### config.mk
export PLATFORM = sky130hd
export DESIGN_NAME = bsr_alu
export DESIGN_NICKNAME = d
export VERILOG_FILES = /design/src/hw/rtl/bsr_pkg.sv /design/src/hw/rtl/bsr_alu.sv
export SDC_FILE = /design/constraint.sdc
export NUM_CORES = 1
export LEC_CHECK = 0
export ABC_AREA = 1
export BUFFER_PORTS_ARGS = -buffer_cell sky130_fd_sc_hd__buf_2
export CAP_MARGIN = 20
export CORE_ASPECT_RATIO = 0.5
export CORE_MARGIN = 4
export CORE_UTILIZATION = 35
export DETAILED_ROUTE_END_ITERATION = 6
export PLACE_DENSITY = 0.53
export SETUP_SLACK_MARGIN = 0.2
export SLEW_MARGIN = 20
export SYNTH_ARGS = -nofsm -noshare
export SYNTH_HDL_FRONTEND = slang
export SYNTH_SLANG_ARGS = --single-unit
export TNS_END_PERCENT = 20
### constraint.sdc
create_clock -name vclk -period 4.15
set_input_delay 0 -clock vclk [all_inputs]
set_output_delay 0 -clock vclk [all_outputs]
set_load 0.005 [all_outputs]
### src/hw/rtl/bsr_pkg.sv
`default_nettype none
// ----------------------------------------------------------------------------
// bsr_pkg
// Shared opcodes, constants and types for the MSB-first bitstream reader.
// ----------------------------------------------------------------------------
package bsr_pkg;

  // Operation codes carried by the opcode field
  localparam logic [3:0] OP_LOAD      = 4'd0;
  localparam logic [3:0] OP_READBITS  = 4'd1;
  localparam logic [3:0] OP_READBIT   = 4'd2;
  localparam logic [3:0] OP_READBYTE  = 4'd3;
  localparam logic [3:0] OP_READ32    = 4'd4;
  localparam logic [3:0] OP_READ16    = 4'd5;
  localparam logic [3:0] OP_ALIGN     = 4'd6;
  localparam logic [3:0] OP_SETOFFSET = 4'd7;
  localparam logic [3:0] OP_SETBITPOS = 4'd8;
  localparam logic [3:0] OP_SKIP      = 4'd9;
  localparam logic [3:0] OP_STEPBYTE  = 4'd10;
  localparam logic [3:0] OP_QUERY     = 4'd11;

  localparam logic [15:0] IDX_MAX     = 16'hFFFF;
  localparam logic [7:0]  BYTE_OOB    = 8'hFF;
  localparam logic [5:0]  MAX_BITS    = 6'd32;
  localparam int          WIN_BYTES   = 5;
  localparam int          WIN_BITS    = WIN_BYTES * 8;

  typedef struct packed {
    logic [15:0] byte_idx;
    logic [2:0]  bit_idx;
  } pos_t;

  typedef struct packed {
    pos_t        pos;
    logic [31:0] value;
    logic        error;
  } alu_res_t;

  function automatic logic is_read_op(input logic [3:0] op);
    return (op == OP_READBITS) || (op == OP_READBIT) || (op == OP_READBYTE) ||
           (op == OP_READ32) || (op == OP_READ16);
  endfunction

endpackage
`default_nettype wire

### src/hw/rtl/bsr_alu.sv
`default_nettype none
// ----------------------------------------------------------------------------
// bsr_alu
// Evaluates one operation: new read position, value read and error flag,
// from the current position and a five-byte window fetched at byte_idx.
// ----------------------------------------------------------------------------
module bsr_alu (
  input  wire logic [3:0]            op,
  input  wire logic [5:0]            cnt,
  input  wire logic [15:0]           pos_val,
  input  wire bsr_pkg::pos_t         cur,
  input  wire logic [12:0]           len,
  input  wire logic [39:0]           window,
  output bsr_pkg::alu_res_t          res
);
  import bsr_pkg::*;

  logic [18:0] bp;
  logic [18:0] lb;
  logic [18:0] rem;
  logic [5:0]  n_req;
  logic [5:0]  n_eff;
  logic [39:0] shifted;
  logic [31:0] top_bits;
  logic [31:0] bits_val;
  logic [18:0] adv_n;
  logic [18:0] adv_one;
  logic [16:0] idx_ext;
  logic [16:0] len_ext;
  logic        in_bnd;
  logic        fits32;
  logic        fits16;
  logic [15:0] idx_inc;
  logic [16:0] skip_sum;
  logic [15:0] len16;

  assign bp       = {cur.byte_idx, cur.bit_idx};
  assign lb       = {3'b0, len, 3'b0};
  assign rem      = lb - bp;
  assign n_req    = (cnt > MAX_BITS) ? MAX_BITS : cnt;
  // clip to the bits left before the end
  assign n_eff    = ({13'b0, n_req} > rem) ? rem[5:0] : n_req;
  assign shifted  = window << cur.bit_idx;
  assign top_bits = shifted[39:8];
  assign bits_val = top_bits >> (MAX_BITS - n_eff);
  assign adv_n    = bp + {13'b0, n_eff};
  assign adv_one  = bp + 19'd1;

  assign idx_ext  = {1'b0, cur.byte_idx};
  assign len_ext  = {4'b0, len};
  assign len16    = {3'b0, len};
  assign in_bnd   = idx_ext < len_ext;
  assign fits32   = (idx_ext + 17'd3) < len_ext;
  assign fits16   = (idx_ext + 17'd1) < len_ext;
  assign idx_inc  = (cur.byte_idx == IDX_MAX) ? IDX_MAX : cur.byte_idx + 16'd1;
  assign skip_sum = idx_ext + {1'b0, pos_val};

  always_comb begin
    res.pos   = cur;
    res.value = '0;
    res.error = 1'b0;
    case (op)
      OP_READBITS: begin
        if (bp > lb) begin
          res.error = 1'b1;
        end else begin
          res.value        = bits_val;
          res.pos.byte_idx = adv_n[18:3];
          res.pos.bit_idx  = adv_n[2:0];
        end
      end
      OP_READBIT: begin
        if (in_bnd) begin
          res.value        = {31'b0, top_bits[31]};
          res.pos.byte_idx = adv_one[18:3];
          res.pos.bit_idx  = adv_one[2:0];
        end else begin
          res.error = 1'b1;
        end
      end
      OP_READBYTE: begin
        if (in_bnd) begin
          res.value        = {24'b0, window[39:32]};
          res.pos.byte_idx = cur.byte_idx + 16'd1;
        end else begin
          res.error = 1'b1;
        end
      end
      OP_READ32: begin
        if (fits32) begin
          res.value        = window[39:8];
          res.pos.byte_idx = cur.byte_idx + 16'd4;
        end else begin
          res.error = 1'b1;
        end
      end
      OP_READ16: begin
        if (fits16) begin
          res.value        = {16'b0, window[39:24]};
          res.pos.byte_idx = cur.byte_idx + 16'd2;
        end else begin
          res.error = 1'b1;
        end
      end
      OP_ALIGN: begin
        if (cur.bit_idx != 3'd0) begin
          res.pos.byte_idx = idx_inc;
          res.pos.bit_idx  = 3'd0;
        end
      end
      OP_SETOFFSET: begin
        res.pos.byte_idx = (pos_val < len16) ? pos_val : len16;
      end
      OP_SETBITPOS: begin
        res.pos.byte_idx = {3'b0, pos_val[15:3]};
        res.pos.bit_idx  = pos_val[2:0];
      end
      OP_SKIP: begin
        res.pos.byte_idx = skip_sum[16] ? IDX_MAX : skip_sum[15:0];
      end
      OP_STEPBYTE: begin
        if (in_bnd) begin
          res.pos.byte_idx = cur.byte_idx + 16'd1;
        end
      end
      OP_LOAD, OP_QUERY: begin
        res.pos = cur;
      end
      default: begin
        res.pos = cur;
      end
    endcase
  end

endmodule
`default_nettype wire

[Yosys cells after proc, flatten, opt, wreduce, memory -nomap -nowiden]
Cells that the tools add are included.
Storage, ports and cells
  word-level logic and storage cells: 53
  register bits after elaboration: 0
Cells by class
  equality and inequality tests: 11
  reductions and logical operators: 2
  muxes and demuxes: 21
  shift-type cells: 2
  add/sub/neg operators: 10
  order comparisons: 7
Operators by type and width (count)
  $pmux W33 S5: 1
  $pmux W16 S9: 1
  $mux W16: 7
  $mux W51: 2
  $shl A40 B3 Y40: 1
  $lt A17 B13 Y1: 2
  $lt A16 B13 Y1: 2
  $mux W32: 1
  $shr A32 B6 Y32: 1
  $add A19 B1 Y19 const B: 1
  $add A19 B6 Y19: 1
  $gt A19 B16 Y1: 1
  $gt A6 B19 Y1: 1
  $mux W19: 1
  $sub A16 B19 Y19: 1
  $add A16 B1 Y17 const B: 1
  $add A16 B16 Y17: 1
  $add A16 B2 Y17 const B: 1
  $add A16 B1 Y16 const B: 1
  $add A16 B2 Y16 const B: 1
  $add A16 B3 Y16 const B: 1
  $eq A16 B16 Y1 const B: 1
  $eq A4 B3 Y1 const B: 4
  $eq A4 B4 Y1 const B: 3
  10 further kinds: 15

[Depth between registers and ports, before layout]
Gate-level depths: netlist of the first run.
  word-level depth: 8
  depth in mapped cells: 36
  gate-level depth less buffers: 33

[Least setup slack after synthesis of the first run]
Ideal clock, no wire load.
  kind: in2out
  start point: input cur[1] (netlist bit)
  end point: output res[49] (netlist bit)
  required time: 4.150 ns
  path buffers: 3
  path slack: -0.077 ns
  data arrival time: 4.227 ns
  stages: 33
  cell sequence: buf_2 -> inv_2 -> buf_1 -> ha_1 -> nand3_1 -> nand2_1 -> xor2_1 -> inv_1 -> ha_1 -> nand2_1 -> nor2_1 -> nand2_1 -> nand2_1 -> nand3_1 -> inv_1 -> nand3_1 -> nor2_2 -> nand2_2 -> nand2_1 -> nand2_2 -> buf_2 -> ha_1 -> fa_1 -> nand3_1 -> nand2_1 -> a21oi_1 -> nor2_1 -> o21ai_0 -> nor2_1 -> inv_1 -> nor2_1 -> o21ai_0 -> nand3_1
RTL lines
  from (decl): line bsr_alu.sv:11  | input wire bsr_pkg::pos_t cur,
  to (decl): line bsr_alu.sv:14  | output bsr_pkg::alu_res_t res

==> impl_metrics.json, run 1 <==
{
  "mostFrequentLayoutCells": "sky130_fd_sc_hd__nand2_1, sky130_fd_sc_hd__inv_1, sky130_fd_sc_hd__nand3_1",
  "firstDrtPassIters": 5,
  "period_minus_slack_ns": 3.89,
  "crit_type": "primary input to primary output",
  "pin_count_of_the_biggest_net_entering_global_routing": 51,
  "synth_top_family_by_area": "simple AND/OR/NAND/NOR gates",
  "drt-vias-per-instance": 5.40,
  "cellInternalPower_w": 0.000641,
  "p_seq_share_pct": 0,
  "cap_violations": 0,
  "setup.worst_path.end_class": "primary output",
  "worst_path_dominant_cell_family": "simple AND/OR/NAND/NOR gates",
  "finalNetCount": 2401,
  "final_common_cell": "sky130_fd_sc_hd__nand2_1",
  "detail-route-antenna-nets": 0,
  "combPwrFrac_pct": 100.0,
  "static-leakage-power_nw": 6.88,
  "synth_top_area_share_pct": 20.3,
  "fp.coreArea_um2": 28300,
  "type_of_the_worst_min_delay_path": "primary input to primary output",
  "final_period_util_pct": 93.7,
  "die_h_um": 129,
  "ys.warnings.count": 0,
  "buffer_ports.inserted": 149,
  "die-area_um2": 32300,
  "synth-compound-area-share_pct": 20.8,
  "clkPwrFrac_pct": 0,
  "netlist_instances": 1970,
  "postLayoutCoreUtil_pct": 45.9,
  "final_critical_path_setup_slack_ns": 0.263,
  "worst_margin_slew_ns": 0.984,
  "yosys-mux-area-fraction_pct": 3.03,
  "critical_path_required_ns": 4.15,
  "simple_gate_fraction_of_synth_area_pct": 44.7,
  "slowest_stage": "sky130_fd_sc_hd__fa_2",
  "crit_buf_inv": 6,
  "yosysTopAreaCell": "sky130_fd_sc_hd__nand2_1",
  "setup.worst_path.start_class": "primary input",
  "timing.critical_path.fanout_max": 5,
  "final-max-slew-violation-count": 0,
  "pwr_density_cell_nw_per_um2": 130,
  "switching_fraction_of_total_power_pct": 62.1,
  "maximum_cell_stage_delay_along_the_critical_path_ns": 0.35,
  "postSynthNetCount": 2171,
  "netlist_top_cells_area": "sky130_fd_sc_hd__nand2_1, sky130_fd_sc_hd__ha_1, sky130_fd_sc_hd__nand3_1, sky130_fd_sc_hd__inv_1, sky130_fd_sc_hd__o21ai_0",
  "detailed_place_hpwl_mm": 38.4,
  "synth.yosys.seq_area_share_pct": 0,
  "grt_pass1_vias": 12800,
  "total_number_of_vias": 13900,
  "final-hold-violation-count": 0,
  "timing.max_slew.rel_slack_pct": 34.1,
  "grt.overflow.total": 0,
  "num-clock-buffers": 0,
  "setup_violations": 0,
  "crit_top_cell": "sky130_fd_sc_hd__nand2_2",
  "drc": 0,
  "postRouteWirelength_mm": 47.2,
  "rsz0062_at_grt": "yes",
  "horiz_die_dim_um": 250,
  "synth_fa_ha_area_share_pct": 12.7,
  "mappedNetlistArea_um2": 10300,
  "routed_wire_length_per_instance_um": 18.3,
  "nFillCells": 3166,
  "syn2layout_area_growth_pct": 26.6,
  "cp.arrival_ns": 3.89,
  "fp-row-count": 43,
  "run_status": "completed",
  "worst_ir_drop_vdd_v": 0.0000544,
  "num_io_pins": 150,
  "post_synth_xor_area_fraction_pct": 4.54,
  "detailedRoute.firstIterationViolations": 1409,
  "total_switching_power_w": 0.00105,
  "antenna_found_initial": 2,
  "achievable-frequency_ghz": 0.257,
  "ff_latch_area_um2": 0,
  "syn_area_per_cell_um2": 5.21,
  "grt_util_all_layers_pct": 27.3,
  "synth_cell_types": 59,
  "final_estimated_routing_congestion_in_global_placement": 1.01,
  "grt_first_pass_wirelength_mm": 71.6,
  "layout-drive-gt1-share_pct": 20.9,
  "layout.cell_area.non_filler_um2": 13000,
  "sequential_cells": 0,
  "detailedPlace.worstSlack_ns": -0.153,
  "start_util_pct": 36.2,
  "postPlaceCellArea_um2": 12200
}
synthesized netlist by cell type (all sizes together), types with 12 or more instances:
master,count
o22ai,37
mux2i,31
nor2,174
o21ai,154
clkbuf,42
nand3,253
nand2,571
nand4,12
nor3,27
a21oi,101
o2111ai,15
buf,41
xor2,43
inv,272
ha,101
o21a,12
stage by stage:
| stage | hold WS, ns | TNS [ns] | std cells | power (W) |
|---|---|---|---|---|
| after floorplan | 0.114 | 0 | 1970 | 0.000976 |
| after global placement | 0.390 | -0.372 | 2561 | 0.00152 |
| after detailed placement | 0.392 | -0.487 | 2561 | 0.00152 |
| after CTS | 0.392 | 0 | 2570 | 0.00157 |
| after global routing | 0.419 | -0.0797 | 2581 | 0.00187 |
| final | 0.403 | 0 | 2581 | 0.00169 |
area by class of cell:
class | count | area [um^2] | area share [%]
Timing Repair Buffer | 310 | 2160 | 16.7
Inverter | 278 | 1060 | 8.15
Tap cell | 382 | 478 | 3.68
Multi-Input combinational cell | 1610 | 9280 | 71.5
Antenna cell | 1 | 2.50 | 0.0193
power groups by stage:
stage	Clock [W]	Combinational, W	Sequential (W)
floorplan	0	0.000976	0
global placement	0	0.00152	0
detailed placement	0	0.00152	0
CTS	0	0.00157	0
global route	0.0000000000323	0.00187	0
finish	0.0000000000324	0.00169	0
cell families (layout without fill, tap and decap cells):
family,after synthesis,count (layout)
XOR/XNOR,51,51
buffers and inverters,361,588
AO/OA/AOI/OAI,367,367
adder cells (fa/ha/maj),103,103
AND/OR/NAND/NOR,1057,1058
other,0,1
multiplexers,31,31
path summary, 6_finish.rpt:
kind / startpoint / end / depth (start not counted)
setup / recovery: len[0] / res[47] / 31
hold / removal: window[31] / res[24] / 4
repair_timing:
action,in CTS,in global routing
resized for setup,39,100
gates cloned,0,5
buffers inserted,9,5
hold buffers,0,0
pin swaps,27,41
setup endpoints to repair,43,47
per-layer routing:
metal / part of all wire (%) / vias to the layer above / track usage [%] / wire, um
met5: 0 / - / 0 / 0
met4: 2.5 / 0 / 6.22 / 1190
met3: 7.7 / 68 / 3.27 / 3660
met2: 44 / 591 / 44.1 / 20700
met1: 46 / 6273 / 39.2 / 21700
li1: - / 6996 / - / -
Power figures use the tool's default switching activity.
==> run 2: changes to the inputs <==
Settings changed: PLACE_DENSITY 0.53 to not set, PLACE_DENSITY_LB_ADDON set to 0.12.
==> impl_metrics.json, run 2 (synthesis gave the netlist of run 1 again) <==
{
  "run_status": "completed",
  "detail-route-antenna-nets": 0,
  "horiz_die_dim_um": 250,
  "setup_violations": 0,
  "combPwrFrac_pct": 100.0,
  "num-clock-buffers": 0,
  "static-leakage-power_nw": 6.91,
  "worst_ir_drop_vdd_v": 0.0000862,
  "setup.worst_path.start_class": "primary input",
  "timing.critical_path.fanout_max": 5,
  "die_h_um": 129,
  "finalNetCount": 2413,
  "pin_count_of_the_biggest_net_entering_global_routing": 48,
  "die-area_um2": 32300,
  "postRouteWirelength_mm": 48.3,
  "fin_hold_ws_ns": 0.397,
  "start_util_pct": 36.2,
  "layout.cell_area.non_filler_um2": 12900,
  "p_seq_share_pct": 0,
  "layout-drive-gt1-share_pct": 20.8,
  "ff_latch_area_um2": 0,
  "worst_margin_slew_ns": 1.03,
  "type_of_the_worst_min_delay_path": "primary input to primary output",
  "grt_first_pass_wirelength_mm": 72.5,
  "grt_pass1_vias": 12700,
  "pwr_density_cell_nw_per_um2": 130,
  "detailed_place_hpwl_mm": 40.2,
  "clkPwrFrac_pct": 0,
  "achievable-frequency_ghz": 0.255,
  "maximum_cell_stage_delay_along_the_critical_path_ns": 0.25,
  "worst_hold_path.num_cells": 4,
  "fp-row-count": 43,
  "cap_violations": 0,
  "antenna_found_initial": 1,
  "final-hold-violation-count": 0,
  "setup.worst_path.end_class": "primary output",
  "cts-hold-fix-buffers": 0,
  "routed_wire_length_per_instance_um": 18.6,
  "final-max-slew-violation-count": 0,
  "rsz0062_at_grt": "yes",
  "timing.max_slew.rel_slack_pct": 31.3,
  "critical_path_required_ns": 4.15,
  "final_common_cell": "sky130_fd_sc_hd__nand2_1",
  "sequential_cells": 0,
  "period_minus_slack_ns": 3.92,
  "num_io_pins": 150,
  "slowest_stage": "sky130_fd_sc_hd__ha_4",
  "total_switching_power_w": 0.00104,
  "total_number_of_vias": 14000,
  "grt.overflow.total": 0,
  "crit_top_cell": "sky130_fd_sc_hd__buf_4",
  "firstDrtPassIters": 6,
  "timing.hold.worst_endpoint": "res[22]",
  "fp.coreArea_um2": 28300,
  "total_power_w": 0.00168,
  "syn2layout_area_growth_pct": 26.2,
  "buffer_ports.inserted": 149,
  "cp.arrival_ns": 3.92,
  "postPlaceCellArea_um2": 12300,
  "crit_type": "primary input to primary output",
  "final_estimated_routing_congestion_in_global_placement": 0.983,
  "switching_fraction_of_total_power_pct": 62.1,
  "min-delay-start": "window[29]",
  "detailedRoute.firstIterationViolations": 1415,
  "final_period_util_pct": 94.5,
  "mostFrequentLayoutCells": "sky130_fd_sc_hd__nand2_1, sky130_fd_sc_hd__inv_1, sky130_fd_sc_hd__nand3_1",
  "grt_util_all_layers_pct": 27.9,
  "cellInternalPower_w": 0.000638,
  "drt-vias-per-instance": 5.41,
  "drc": 0
}
-- run 2: cell count changes in the layout (fill, tap and decap cells not counted), sizes merged --
| cell | delta |
|---|---|
| buf | +15 |
| clkbuf | -3 |
-- run 2: critical path, delay by kind of cell --
family | cells | cell delay, ns
compound gates | 4 | 0.71
fa+ha+maj | 2 | 0.46
xor+xnor | 1 | 0.15
simple gates | 13 | 1.29
buf+inv | 10 | 1.31
-- run 2: metrics by stage --
step                      instances  setup slack [ns]  util (%)  TNS, ns
after global routing           2593           -0.0497      45.8  -0.0788
after global placement         2577           -0.0986      43.6   -0.163
after detailed placement       2577            -0.218      43.6   -0.884
after CTS                      2584             0.202      44.4        0
final                          2593             0.229      45.8        0
after floorplan                1970             0.201         -        0
-- run 2: how the worst max path moves through the flow --
| stage | from | endpoint | slack (ns) |
|---|---|---|---|
| global placement | cur[3] | res[48] | -0.1 |
| detailed placement | cur[3] | res[48] | -0.22 |
| CTS | cur[3] | res[46] | 0.20 |
| floorplan | cur[3] | res[49] | 0.20 |
| finish | len[1] | res[36] | 0.23 |
| global route | len[1] | res[46] | -0.05 |
-- run 2: repair_timing --
item                                    4_1_cts  5_1_grt
pin swaps                                    18       37
gates resized for setup                      39       78
endpoints found under the setup margin       42       48
cloned                                        0        2
setup buffers                                 7        6
-- run 2: power groups by stage --
stage	registers, W	clock network (W)	logic (W)
after global routing	0	0.0000000000323	0.00186
after CTS	0	0	0.00159
after floorplan	0	0	0.000976
after detailed placement	0	0	0.00155
final	0	0.0000000000323	0.00168
after global placement	0	0	0.00155
-- run 2: layout make-up --
cell class	count	area [um^2]
fillers	3224	15400
multi-input cells	1610	9230
repair buffers	322	2190
inverters	278	1050
well taps	382	478
diodes	1	2.50
-- run 2: metal layers --
metal	GRT usage [%]	part of all wire, %
met1	40.3	46
met2	45.4	44
met3	2.75	7.8
met4	6.19	2.7
met5	0	0
==> run 3: changes to the inputs <==
==> constraint.sdc (replaced) <==
create_clock -name vclk -period 4.15
set_input_delay 0.83 -clock vclk [all_inputs]
set_output_delay 0.83 -clock vclk [all_outputs]
set_load 0.005 [all_outputs]
==> impl_metrics.json, run 3 (synthesis gave the netlist of run 1 again) <==
{
  "horiz_die_dim_um": 250,
  "die-area_um2": 32300,
  "worst_setup_path_startpoint": "cur[11]",
  "drt-vias-per-instance": 5.26,
  "postRouteWirelength_mm": 49.1,
  "pin_count_of_the_biggest_net_entering_global_routing": 66,
  "violations": "negative setup slack",
  "crit_type": "primary input to primary output",
  "rsz0062_at_grt": "yes",
  "crit_buf_inv": 9,
  "grt.overflow.total": 0,
  "cap_violations": 0,
  "start_util_pct": 36.2,
  "maximum_cell_stage_delay_along_the_critical_path_ns": 0.40,
  "grt_first_pass_wirelength_mm": 75.2,
  "setup.worst_path.end_class": "primary output",
  "num_io_pins": 150,
  "detailedPlace.worstSlack_ns": -1.77,
  "timing.max_slew.rel_slack_pct": 46.3,
  "antenna_found_initial": 1,
  "static-leakage-power_nw": 8.11,
  "worst_path_dominant_cell_family": "simple AND/OR/NAND/NOR gates",
  "final_common_cell": "sky130_fd_sc_hd__nand2_1",
  "timing.critical_path.fanout_max": 5,
  "grt_util_all_layers_pct": 28.6,
  "final_estimated_routing_congestion_in_global_placement": 1.01,
  "final_critical_path_setup_slack_ns": -1.47,
  "pwr_density_cell_nw_per_um2": 127,
  "fp.coreArea_um2": 28300,
  "final_period_util_pct": 135,
  "die_h_um": 129,
  "layout-drive-gt1-share_pct": 30.7,
  "ff_latch_area_um2": 0,
  "postLayoutCoreUtil_pct": 53.1,
  "setup.worst_path.start_class": "primary input",
  "syn2layout_area_growth_pct": 46.6,
  "total_number_of_vias": 14800,
  "slowest_stage": "sky130_fd_sc_hd__fa_2",
  "detail-route-antenna-nets": 0,
  "worst_ir_drop_vdd_v": 0.0000634,
  "critical_path_required_ns": 3.32,
  "final.setup.tns_ns": -63.29,
  "num-clock-buffers": 0,
  "final-hold-violation-count": 0,
  "routed_wire_length_per_instance_um": 17.4,
  "place_inst": 2803,
  "firstDrtPassIters": 6,
  "setup_violations": 52,
  "period_minus_slack_ns": 5.62,
  "drc": 0,
  "run_status": "finished with violations",
  "mostFrequentLayoutCells": "sky130_fd_sc_hd__nand2_1, sky130_fd_sc_hd__buf_4, sky130_fd_sc_hd__inv_1",
  "fp-row-count": 43,
  "detailed_place_hpwl_mm": 41.5,
  "type_of_the_worst_min_delay_path": "primary input to primary output",
  "sequential_cells": 0,
  "achievable-frequency_ghz": 0.178,
  "finalNetCount": 2639,
  "cp.arrival_ns": 4.79,
  "detailedRoute.firstIterationViolations": 1567,
  "worst_margin_slew_ns": 0.803,
  "min-delay-start": "window[30]",
  "finalNonFillerCells": 2819,
  "buffer_ports.inserted": 149,
  "grt_pass1_vias": 13700,
  "nFillCells": 3078,
  "final-max-slew-violation-count": 0
}
==> run 3: path summary, 6_finish.rpt <==
kind	to	slack, ns	cells past startpoint
max	res[45]	-1.47	32
min	res[23]	2.06	4
==> run 3: routing by layer <==
metal / routed length (um) / up-vias / global-route usage [%]
li1: - / 7474 / -
met1: 22700 / 6699 / 40.8
met2: 21900 / 585 / 47.8
met3: 3510 / 72 / 3.05
met4: 994 / 0 / 4.82
met5: 0 / - / 0
==> run 3: layout make-up <==
class	count	area [um^2]	share of cell area, %
Multi-Input combinational cell	1609	9540	63.4
Tap cell	382	478	3.18
Timing Repair Buffer	549	3960	26.3
Inverter	278	1060	7.08
Antenna cell	1	2.50	0.0166
==> run 3: timing repair <==
item                       CTS  global route
hold buffers                 0             0
resized for setup          121            70
setup endpoints to repair   52            52
pin swaps                   52            47
cloned                       0             0
buffers inserted             8             7
==> run 3: power by group <==
part	switching, W	internal, W	leakage [nW]
Sequential	0	0	0
Clock	0	0.0000000000323	0.00000634
Combinational	0.00111	0.000806	8.11
==> run 3: through the flow <==
stage                     power [W]  hold slack, ns  cell area [um^2]
after floorplan            0.000984            1.77             10300
after global placement      0.00174            2.05             14100
after detailed placement    0.00173            2.05             14100
after CTS                   0.00183            2.05             14700
after global routing        0.00210            2.08             15000
final                       0.00191            2.06             15000
==> run 3: worst min-delay path: stages <==
cell,delay [ns]
sky130_fd_sc_hd__buf_2,0.09
sky130_fd_sc_hd__inv_1,0.07
sky130_fd_sc_hd__o21ai_1,0.13
sky130_fd_sc_hd__buf_2,0.12
